File: src/design/evad_pkg.sv
`timescale 1ns / 1ps
// ----------------------------------------------------------------------------
// Energy VAD package
// Shared widths, register indexes, reset values and channel word types.
// ----------------------------------------------------------------------------
package evad_pkg;

   localparam int unsigned MAX_FRAME_LEN = 1024;

   localparam int unsigned SAMPLE_W    = 16;
   localparam int unsigned LEN_W       = 11;
   localparam int unsigned FACTOR_W    = 12;
   localparam int unsigned WEIGHT_W    = 16;
   localparam int unsigned FLOOR_W     = 24;
   localparam int unsigned OUT_FLOOR_W = 23;
   localparam int unsigned SUM_W       = 41;
   localparam int unsigned CSR_INDEX_W = 2;
   localparam int unsigned CSR_DATA_W  = 16;

   localparam logic [CSR_INDEX_W-1:0] CSR_FRAME_LENGTH     = 2'd0;
   localparam logic [CSR_INDEX_W-1:0] CSR_THRESHOLD_FACTOR = 2'd1;
   localparam logic [CSR_INDEX_W-1:0] CSR_GATE_FACTOR      = 2'd2;
   localparam logic [CSR_INDEX_W-1:0] CSR_TRACKING_WEIGHT  = 2'd3;

   localparam logic [LEN_W-1:0]    FRAME_LENGTH_RESET     = 11'd320;
   localparam logic [FACTOR_W-1:0] THRESHOLD_FACTOR_RESET = 12'd768;
   localparam logic [FACTOR_W-1:0] GATE_FACTOR_RESET      = 12'd307;
   localparam logic [WEIGHT_W-1:0] TRACKING_WEIGHT_RESET  = 16'd3277;
   localparam logic [FLOOR_W-1:0]  FLOOR_RESET            = 24'd25600;

   typedef struct packed {
      logic signed [SAMPLE_W-1:0] sample;
      logic                       chunk_end;
   } req_word_type;

   typedef struct packed {
      logic                   speech_active;
      logic                   speech_started;
      logic                   speech_ended;
      logic [OUT_FLOOR_W-1:0] noise_floor;
   } rsp_word_type;

endpackage

File: src/design/energy_voice_activity_detector.sv
`timescale 1ns / 1ps
// ----------------------------------------------------------------------------
// Energy voice activity detector
// Frame energy to RMS by divider, root and shared multiplier steps; noise
// floor tracking and per-chunk speech state with start and end events.
// ----------------------------------------------------------------------------
//  channel | direction | handshake             | word
//  req     | in        | req_valid / req_stall | sample, chunk_end
//  rsp     | out       | rsp_valid / rsp_stall | speech flags, noise_floor
//  csr     | in        | csr_write             | csr_index, csr_wdata
//
//  A sample inside a frame is squared, then accumulated; once the chunk
//  already holds speech it skips both. A frame close runs the 41-step
//  divider and 24-step root and may update the floor; chunk end adds ST_OUT.
//  Synchronous reset restores register defaults and a floor of 100.0.
//  Results sit in an output register; a new one waits only while the
//  previous word is still stalled.
// ----------------------------------------------------------------------------
module energy_voice_activity_detector (
   input  logic                                clock,
   input  logic                                reset,
   input  logic                                req_valid,
   output logic                                req_stall,
   input  evad_pkg::req_word_type              req_data,
   output logic                                rsp_valid,
   input  logic                                rsp_stall,
   output evad_pkg::rsp_word_type              rsp_data,
   input  logic                                csr_write,
   input  logic [evad_pkg::CSR_INDEX_W-1:0]    csr_index,
   input  logic [evad_pkg::CSR_DATA_W-1:0]     csr_wdata
);
   import evad_pkg::*;

   localparam int unsigned MUL_A_W   = 24;
   localparam int unsigned MUL_B_W   = 17;
   localparam int unsigned PROD_W    = MUL_A_W + MUL_B_W;
   localparam int unsigned DIV_REM_W = 10;
   localparam int unsigned SQ_W      = 48;
   localparam int unsigned ROOT_W    = SQ_W / 2;
   localparam int unsigned SQ_REM_W  = ROOT_W + 1;
   localparam int unsigned MEAN_W    = 31;
   localparam int unsigned CNT_W     = 6;

   localparam logic [CNT_W-1:0] DIV_LAST  = CNT_W'(SUM_W - 1);
   localparam logic [CNT_W-1:0] SQRT_LAST = CNT_W'(ROOT_W - 1);
   localparam logic [LEN_W-1:0] MAX_LEN   = LEN_W'(MAX_FRAME_LEN);
   localparam logic [FLOOR_W-1:0] OUT_FLOOR_MAX = {1'b0, {OUT_FLOOR_W{1'b1}}};

   localparam logic [3:0] ST_IDLE     = 4'd0;
   localparam logic [3:0] ST_SQUARE   = 4'd1;
   localparam logic [3:0] ST_ACCUM    = 4'd2;
   localparam logic [3:0] ST_DIV      = 4'd3;
   localparam logic [3:0] ST_SQRT     = 4'd4;
   localparam logic [3:0] ST_GATE     = 4'd5;
   localparam logic [3:0] ST_GATE_CMP = 4'd6;
   localparam logic [3:0] ST_UPD_A    = 4'd7;
   localparam logic [3:0] ST_UPD_B    = 4'd8;
   localparam logic [3:0] ST_UPD_C    = 4'd9;
   localparam logic [3:0] ST_THR      = 4'd10;
   localparam logic [3:0] ST_THR_CMP  = 4'd11;
   localparam logic [3:0] ST_OUT      = 4'd12;

   logic [3:0]             state_ff, state_in;
   logic [LEN_W-1:0]       frame_length_ff, frame_length_in;
   logic [FACTOR_W-1:0]    threshold_ff, threshold_in;
   logic [FACTOR_W-1:0]    gate_ff, gate_in;
   logic [WEIGHT_W-1:0]    weight_ff, weight_in;
   logic [SUM_W-1:0]       sum_ff, sum_in;
   logic [LEN_W-1:0]       fill_ff, fill_in;
   logic [FLOOR_W-1:0]     floor_ff, floor_in;
   logic                   speech_on_ff, speech_on_in;
   logic                   seen_ff, seen_in;
   logic                   rsp_valid_ff, rsp_valid_in;
   rsp_word_type           rsp_data_ff, rsp_data_in;

   logic [SAMPLE_W-1:0]    mag_ff, mag_in;
   logic                   last_ff, last_in;
   logic [PROD_W-1:0]      prod_ff, prod_in;
   logic [PROD_W-1:0]      acc_ff, acc_in;
   logic [CNT_W-1:0]       cnt_ff, cnt_in;
   logic [SUM_W-1:0]       div_q_ff, div_q_in;
   logic [DIV_REM_W-1:0]   div_rem_ff, div_rem_in;
   logic [SQ_W-1:0]        sq_val_ff, sq_val_in;
   logic [SQ_REM_W-1:0]    sq_rem_ff, sq_rem_in;
   logic [ROOT_W-1:0]      root_ff, root_in;

   logic [LEN_W-1:0]       eff_len;
   logic [SAMPLE_W-1:0]    req_mag;
   logic [MUL_A_W-1:0]     mul_a;
   logic [MUL_B_W-1:0]     mul_b;
   logic [PROD_W-1:0]      mul_p;
   logic [SUM_W-1:0]       acc_sum;
   logic [LEN_W-1:0]       fill_next;
   logic [LEN_W-1:0]       div_trial;
   logic                   div_ge;
   logic [DIV_REM_W-1:0]   div_rem_next;
   logic [SUM_W-1:0]       div_q_next;
   logic [SQ_REM_W+1:0]    sq_trial;
   logic [SQ_REM_W+1:0]    sq_test;
   logic                   sq_ge;
   logic [SQ_REM_W-1:0]    sq_rem_next;
   logic [ROOT_W-1:0]      root_next;
   logic [PROD_W-1:0]      rms_scaled;
   logic [PROD_W:0]        upd_sum;
   logic                   req_take;

   assign req_stall = (state_ff != ST_IDLE);
   assign req_take  = req_valid && (state_ff == ST_IDLE);
   assign rsp_valid = rsp_valid_ff;
   assign rsp_data  = rsp_data_ff;

   always_comb begin
      if (frame_length_ff == '0) begin
         eff_len = LEN_W'(1);
      end else if (frame_length_ff > MAX_LEN) begin
         eff_len = MAX_LEN;
      end else begin
         eff_len = frame_length_ff;
      end
   end

   assign req_mag = req_data.sample[SAMPLE_W-1] ? (~req_data.sample + 1'b1)
                                                 : req_data.sample;

   // shared multiplier, operands chosen by state
   always_comb begin
      mul_a = {MUL_A_W{1'b0}};
      mul_b = {MUL_B_W{1'b0}};
      case (state_ff)
         ST_SQUARE: begin
            mul_a = MUL_A_W'(mag_ff);
            mul_b = MUL_B_W'(mag_ff);
         end
         ST_GATE: begin
            mul_a = floor_ff;
            mul_b = MUL_B_W'(gate_ff);
         end
         ST_UPD_A: begin
            mul_a = floor_ff;
            mul_b = {1'b1, {WEIGHT_W{1'b0}}} - {1'b0, weight_ff};
         end
         ST_UPD_B: begin
            mul_a = root_ff;
            mul_b = MUL_B_W'(weight_ff);
         end
         ST_THR: begin
            mul_a = floor_ff;
            mul_b = MUL_B_W'(threshold_ff);
         end
         default: begin
            mul_a = {MUL_A_W{1'b0}};
            mul_b = {MUL_B_W{1'b0}};
         end
      endcase
   end

   assign mul_p = PROD_W'(mul_a) * PROD_W'(mul_b);

   assign acc_sum   = sum_ff + prod_ff;
   assign fill_next = fill_ff + 1'b1;

   // restoring divider step, one quotient bit a cycle
   assign div_trial    = {div_rem_ff, div_q_ff[SUM_W-1]};
   assign div_ge       = (div_trial >= eff_len);
   assign div_rem_next = div_ge ? DIV_REM_W'(div_trial - eff_len)
                                : div_trial[DIV_REM_W-1:0];
   assign div_q_next   = {div_q_ff[SUM_W-2:0], div_ge};

   // digit-by-digit root step, one root bit a cycle
   assign sq_trial    = {sq_rem_ff, sq_val_ff[SQ_W-1 -: 2]};
   assign sq_test     = {1'b0, root_ff, 2'b01};
   assign sq_ge       = (sq_trial >= sq_test);
   assign sq_rem_next = sq_ge ? SQ_REM_W'(sq_trial - sq_test)
                              : sq_trial[SQ_REM_W-1:0];
   assign root_next   = {root_ff[ROOT_W-2:0], sq_ge};

   assign rms_scaled = PROD_W'({root_ff, 8'h00});
   assign upd_sum    = {1'b0, acc_ff} + {1'b0, prod_ff};

   always_comb begin
      state_in        = state_ff;
      frame_length_in = frame_length_ff;
      threshold_in    = threshold_ff;
      gate_in         = gate_ff;
      weight_in       = weight_ff;
      sum_in          = sum_ff;
      fill_in         = fill_ff;
      floor_in        = floor_ff;
      speech_on_in    = speech_on_ff;
      seen_in         = seen_ff;
      rsp_valid_in    = rsp_valid_ff && rsp_stall;
      rsp_data_in     = rsp_data_ff;
      mag_in          = mag_ff;
      last_in         = last_ff;
      prod_in         = prod_ff;
      acc_in          = acc_ff;
      cnt_in          = cnt_ff;
      div_q_in        = div_q_ff;
      div_rem_in      = div_rem_ff;
      sq_val_in       = sq_val_ff;
      sq_rem_in       = sq_rem_ff;
      root_in         = root_ff;

      if (csr_write) begin
         unique case (csr_index)
            CSR_FRAME_LENGTH:     frame_length_in = csr_wdata[LEN_W-1:0];
            CSR_THRESHOLD_FACTOR: threshold_in    = csr_wdata[FACTOR_W-1:0];
            CSR_GATE_FACTOR:      gate_in         = csr_wdata[FACTOR_W-1:0];
            CSR_TRACKING_WEIGHT:  weight_in       = csr_wdata[WEIGHT_W-1:0];
            default:              weight_in       = weight_ff;
         endcase
      end

      unique case (state_ff)
         ST_IDLE: begin
            if (req_take) begin
               mag_in  = req_mag;
               last_in = req_data.chunk_end;
               if (!seen_ff) begin
                  state_in = ST_SQUARE;
               end else if (req_data.chunk_end) begin
                  state_in = ST_OUT;
               end
            end
         end
         ST_SQUARE: begin
            prod_in  = mul_p;
            state_in = ST_ACCUM;
         end
         ST_ACCUM: begin
            if (fill_next >= eff_len) begin
               sum_in     = '0;
               fill_in    = '0;
               div_q_in   = acc_sum;
               div_rem_in = '0;
               cnt_in     = '0;
               state_in   = ST_DIV;
            end else begin
               sum_in   = acc_sum;
               fill_in  = fill_next;
               state_in = last_ff ? ST_OUT : ST_IDLE;
            end
         end
         ST_DIV: begin
            div_q_in   = div_q_next;
            div_rem_in = div_rem_next;
            cnt_in     = cnt_ff + 1'b1;
            if (cnt_ff == DIV_LAST) begin
               sq_val_in = {1'b0, div_q_next[MEAN_W-1:0], 16'h0000};
               sq_rem_in = '0;
               root_in   = '0;
               cnt_in    = '0;
               state_in  = ST_SQRT;
            end
         end
         ST_SQRT: begin
            sq_val_in = {sq_val_ff[SQ_W-3:0], 2'b00};
            sq_rem_in = sq_rem_next;
            root_in   = root_next;
            cnt_in    = cnt_ff + 1'b1;
            if (cnt_ff == SQRT_LAST) begin
               state_in = ST_GATE;
            end
         end
         ST_GATE: begin
            prod_in  = mul_p;
            state_in = ST_GATE_CMP;
         end
         ST_GATE_CMP: begin
            if (!speech_on_ff && (rms_scaled < prod_ff)) begin
               state_in = ST_UPD_A;
            end else begin
               state_in = ST_THR;
            end
         end
         ST_UPD_A: begin
            prod_in  = mul_p;
            state_in = ST_UPD_B;
         end
         ST_UPD_B: begin
            acc_in   = prod_ff;
            prod_in  = mul_p;
            state_in = ST_UPD_C;
         end
         ST_UPD_C: begin
            floor_in = upd_sum[FLOOR_W+15:16];
            state_in = ST_THR;
         end
         ST_THR: begin
            prod_in  = mul_p;
            state_in = ST_THR_CMP;
         end
         ST_THR_CMP: begin
            if (rms_scaled > prod_ff) begin
               seen_in = 1'b1;
            end
            state_in = last_ff ? ST_OUT : ST_IDLE;
         end
         ST_OUT: begin
            if (!rsp_valid_ff || !rsp_stall) begin
               rsp_valid_in               = 1'b1;
               rsp_data_in.speech_active  = seen_ff;
               rsp_data_in.speech_started = seen_ff && !speech_on_ff;
               rsp_data_in.speech_ended   = !seen_ff && speech_on_ff;
               rsp_data_in.noise_floor    = (floor_ff > OUT_FLOOR_MAX)
                                            ? OUT_FLOOR_MAX[OUT_FLOOR_W-1:0]
                                            : floor_ff[OUT_FLOOR_W-1:0];
               speech_on_in = seen_ff;
               seen_in      = 1'b0;
               sum_in       = '0;
               fill_in      = '0;
               state_in     = ST_IDLE;
            end
         end
         default: begin
            state_in = ST_IDLE;
         end
      endcase
   end

   always_ff @(posedge clock) begin
      if (reset) begin
         state_ff        <= ST_IDLE;
         frame_length_ff <= FRAME_LENGTH_RESET;
         threshold_ff    <= THRESHOLD_FACTOR_RESET;
         gate_ff         <= GATE_FACTOR_RESET;
         weight_ff       <= TRACKING_WEIGHT_RESET;
         sum_ff          <= '0;
         fill_ff         <= '0;
         floor_ff        <= FLOOR_RESET;
         speech_on_ff    <= 1'b0;
         seen_ff         <= 1'b0;
         rsp_valid_ff    <= 1'b0;
         cnt_ff          <= '0;
      end else begin
         state_ff        <= state_in;
         frame_length_ff <= frame_length_in;
         threshold_ff    <= threshold_in;
         gate_ff         <= gate_in;
         weight_ff       <= weight_in;
         sum_ff          <= sum_in;
         fill_ff         <= fill_in;
         floor_ff        <= floor_in;
         speech_on_ff    <= speech_on_in;
         seen_ff         <= seen_in;
         rsp_valid_ff    <= rsp_valid_in;
         cnt_ff          <= cnt_in;
      end
   end

   always_ff @(posedge clock) begin
      rsp_data_ff <= rsp_data_in;
      mag_ff      <= mag_in;
      last_ff     <= last_in;
      prod_ff     <= prod_in;
      acc_ff      <= acc_in;
      div_q_ff    <= div_q_in;
      div_rem_ff  <= div_rem_in;
      sq_val_ff   <= sq_val_in;
      sq_rem_ff   <= sq_rem_in;
      root_ff     <= root_in;
   end

`ifndef ASSERT_OFF
   // floor is a weighted mean of values no larger than 2^23
   a_floor_range: assert property (@(posedge clock) disable iff (reset)
      floor_ff <= FLOOR_W'(24'h800000))
      else $error("noise floor out of range");

   a_flags_exclusive: assert property (@(posedge clock) disable iff (reset)
      rsp_valid_ff |-> !(rsp_data_ff.speech_started && rsp_data_ff.speech_ended))
      else $error("start and end flagged together");

   a_started_active: assert property (@(posedge clock) disable iff (reset)
      rsp_valid_ff && rsp_data_ff.speech_started |-> rsp_data_ff.speech_active)
      else $error("start without active speech");

   a_root_rem: assert property (@(posedge clock) disable iff (reset)
      (state_ff == ST_SQRT) && (cnt_ff != '0)
         |-> ({1'b0, sq_rem_ff} <= {1'b0, root_ff, 1'b0}))
      else $error("root remainder exceeds bound");
`endif

endmodule

File: config.mk
export PLATFORM = sky130hd
export DESIGN_NAME = energy_voice_activity_detector
export DESIGN_NICKNAME = d
export VERILOG_FILES = /design/src/design/evad_pkg.sv /design/src/design/energy_voice_activity_detector.sv
export SDC_FILE = /design/constraint.sdc
export NUM_CORES = 2
export LEC_CHECK = 0
export ABC_CLOCK_PERIOD_IN_PS = 24800
export CORE_MARGIN = 2
export CORE_UTILIZATION = 45
export DETAILED_ROUTE_END_ITERATION = 7
export DONT_BUFFER_PORTS = 1
export PLACE_DENSITY = 0.65
export SLEW_MARGIN = 40
export SYNTH_ARGS = -nofsm -noshare
export SYNTH_HDL_FRONTEND = slang
export SYNTH_SLANG_ARGS = --single-unit
export TNS_END_PERCENT = 5
File: constraint.sdc
create_clock -name clock -period 24.8 [get_ports clock]
set_clock_uncertainty 0.1 [all_clocks]
set_input_delay 1.24 -clock clock [delete_from_list [all_inputs] [get_ports clock]]
set_output_delay 1.24 -clock clock [all_outputs]
set_load 0.02 [all_outputs]
==> impl_results.md <==
* Initial antenna violation count at 6
* Gr usage total at 25.5%
* Hold Crit Depth at 2
* Clk slew on worst S/H paths at roughly 70 ps
* Lkg Pwr at between 15 and 20 nW
* Layout cells sized above 1 at about 4.8%
* Unrepaired setup endpoints after global routing: false
* Setup bufs post-CTS at 0
* Starting Density at 45.3%
* Nature of the critical path startpoint: flop
* Syn_nets at roughly 4500
* Reg2reg path depth at 25
* Fin. Hold Viols at 0
* Place WS at around 16000 ps
* Status: finished with violations
* Peak VDD IR at ~0.000054 V
* Post-cts sizing count at 0
* Launch point of the worst reg-to-reg path: state_ff[0]
* Worst-skew pair later-pin latency at roughly 600 ps
* Pins Over Slew Limit at 0
* Clock sinks at approximately 400
* First-pass GRT wire length at between 150000 and 200000 microns
* CTS Buffer Depth at 3
* Crit. End Element: flop
* Failing checks: DRC
* Mean Syn Cell Area at ~9 sq um
* 1st-iter DRT viols at roughly 2400
* Power per cell area at 80.8 nW/um^2
* CTS tree: done
* Htree depth at 2
* CP Max Fanout at 56
* Simple-Gate Fraction of Synth Area at around 17%
* Core Area at 77100 sq um
* Compound-Gate Fraction of Synth Area at approximately 13%
* Vias in the first global route at 27000
* Total CTS buffers at 42
* Hold Crit Class: reg2reg
* Critical path required time at roughly 25000 ps
* Overflow after GRT at 0
* Root Buffer: clkbuf_16
* Layout Utilization at about half
* NumNets Final at roughly 4500
* Vias at about 27000
* # port buffers at 0
* Worst Hold End: sum_ff[6]
* Synth Area in XOR/XNOR at roughly 3.8%
* Synthesized flop and latch total at roughly 400
* I/O pins at 68
* Async set-reset flop share out of synthesis at 0%
* Max Cap Viol at 0
* Die Y at ~280 microns
* Register area share after synthesis at 30.1%
* Post-synthesis adder-cell area fraction at 28.7%
* Yosys warns at 0
* Final wirelength at between 100000 and 150000 microns
* Min Clock Period, post-route at around 9400 ps
* Antenna Nets Post-Route at 0
* Largest family of logic cells by synthesized area: adder cells
* Area delta synth->final at 7.63%
* CP Class: reg2reg
* Hold bufs inserted after CTS at 0
* Crit-path max cell delay at 680 ps
* Worst path most repeated cell: fa_1
* Fmax at approximately 110 MHz
* CP max stage cell: buf_4
* Row Count at 102
* Post-synth EDFFs at about 260
* Mapped cell area at 34900 sq um
* First-pass iteration count of the detailed router at 8
* Min-delay src: sum_ff[6]
* Worst Hold Margin at 359 ps
* Die width at around 280 microns
* Most used DFF post-synth: edfxtp_1
* Slew HR at a little over two fifths
* DP Cell Count at between 4000 and 5000
* Final non-filler cell total at approximately 5000
* R2R Setup Slk at between 15000 and 20000 ps
* Via-per-instance ratio at 5.60
* Die Area at around 80000 sq um
* DRC Markers at 2
* Post-synthesis cell count at just under 4000
* Setup-failing EPs final at 0
* Count of cell types in the netlist at between 70 and 80
* Period utilization at approximately 38%
* Reg2reg end: prod_ff[39]
* Mux cell area share after synthesis at less than 1%
* Setup TNS at 0 ps
* HPWL after DPL at 76500 microns
* Worst EP arrival at around 9600 ps
* Worst slew pin tran at 859 ps
* Wire per inst at about 21 microns
* Pin count of the biggest net entering global routing at approximately 120
* Fin worst setup slack at ~15000 ps
* Placer Congestion at ~0.95
-- power breakdown --
| part | switching, mW | leakage, nW | internal, mW | total, mW |
|---|---|---|---|---|
| clock | 0.289 | 0.720 | 0.402 | 0.691 |
| sequential | 0.111 | 3.47 | 0.842 | 0.953 |
| combinational | 0.923 | 12.6 | 0.468 | 1.39 |
-- area by class of cell --
cell class	instances	area (sq um)
sequential	396	10500
multi-input combinational	2832	22100
antenna	3	7.51
clock buffer	49	1120
clock inverter	29	383
fill	7284	39500
inverter	503	1890
timing repair buffer	42	323
tap	1040	1300
-- cell families after synthesis --
group	count (synthesis)
AO/OA/AOI/OAI	700
XOR/XNOR	151
adder cells (fa/ha/maj)	601
buffers and inverters	656
flip-flops	396
multiplexers	25
AND/OR/NAND/NOR	1355
-- critical path: cells and delay by family (launching register included) --
family | cells | cell delay, ps
AO/OA/AOI/OAI | 4 | 1440
XOR/XNOR | 1 | 100
adder cells (fa/ha/maj) | 7 | 3390
buffers and inverters | 6 | 1430
flip-flops | 1 | 500
AND/OR/NAND/NOR | 7 | 2080
-- worst max path at each step --
| stage | start | to | slack (ps) | depth (start not counted) |
|---|---|---|---|---|
| CTS | state_ff[0] | prod_ff[37] | 15530 | 29 |
| floorplan | state_ff[0] | prod_ff[37] | 16300 | 29 |
| detailed placement | state_ff[0] | prod_ff[37] | 15580 | 29 |
| finish | state_ff[0] | prod_ff[39] | 15410 | 25 |
| global route | state_ff[0] | prod_ff[39] | 14900 | 25 |
| global placement | state_ff[3] | prod_ff[37] | 15700 | 28 |
-- per-layer routing --
metal / share of wire (%) / vias to the layer above / wire length, microns / track usage, %
met3: 8.1 / 197 / 8130 / 4.53
li1: - / 12800 / - / -
met2: 45 / 1037 / 45000 / 40.1
met5: 0.013 / - / 13 / 0
met1: 44 / 13400 / 43900 / 35.5
met4: 3.4 / 2 / 3360 / 8.42
-- per-stage QoR --
step	power, mW	cell area, sq um
finish	3.03	37600
global route	3.23	37600
CTS	3.04	37500
detailed placement	2.34	36000
global placement	2.32	36000
floorplan	1.89	34900
-- cell usage after synthesis, types with 11 or more instances --
cell      count  area (sq um)
nor3_1       35           175
nor2b_1      23           144
clkbuf_1    140           526
fa_1        331          6630
dfxtp_1     140          2800
o31ai_1      11          82.6
nand2_1     698          2620
a21oi_1     216          1080
or3_1        16           100
mux2i_1      24           240
or2_2        33           206
xor2_1       53           464
o21a_1       22           165
ha_1        270          3380
and3_1       33           206
o21ai_0     154           771
nor2_1      319          1200
a211oi_1     21           158
nand3b_1     25           188
and2_1       36           225
edfxtp_1    256          7690
a21o_1       95           713
a22oi_1      36           270
inv_1       502          1880
o21bai_1     23           173
nand3_1      60           300
nand2b_1     18           113
a31oi_1      14          87.6
xnor2_1      98           858
nand4_1      26           163
-- state kept, by name, indices dropped and copies added (netlist names), 16 cells and up --
signal and flops:
weight_ff 16, sq_rem_ff 25, mag_ff 16, prod_ff 41, root_ff 24, sq_val_ff 32, acc_ff 40, sum_ff 41
rsp_data 26, floor_ff 24, div_q_ff 41
-- cell usage in the layout, fill, tap and decap left out, drive strengths merged, types with 18 or more instances in the layout --
cell	instances
a211oi	21
a21o	95
a21oi	216
a22oi	36
and2	37
and3	33
buf	42
clkbuf	49
dfxtp	140
edfxtp	256
fa	331
ha	270
inv	504
mux2i	24
nand2	698
nand2b	18
nand3	60
nand3b	25
nand4	26
nor2	319
nor2b	23
nor3	36
o21a	22
o21ai	158
o21bai	23
or2	35
xnor2	98
xor2	53
(Power assumes the default switching activity.)
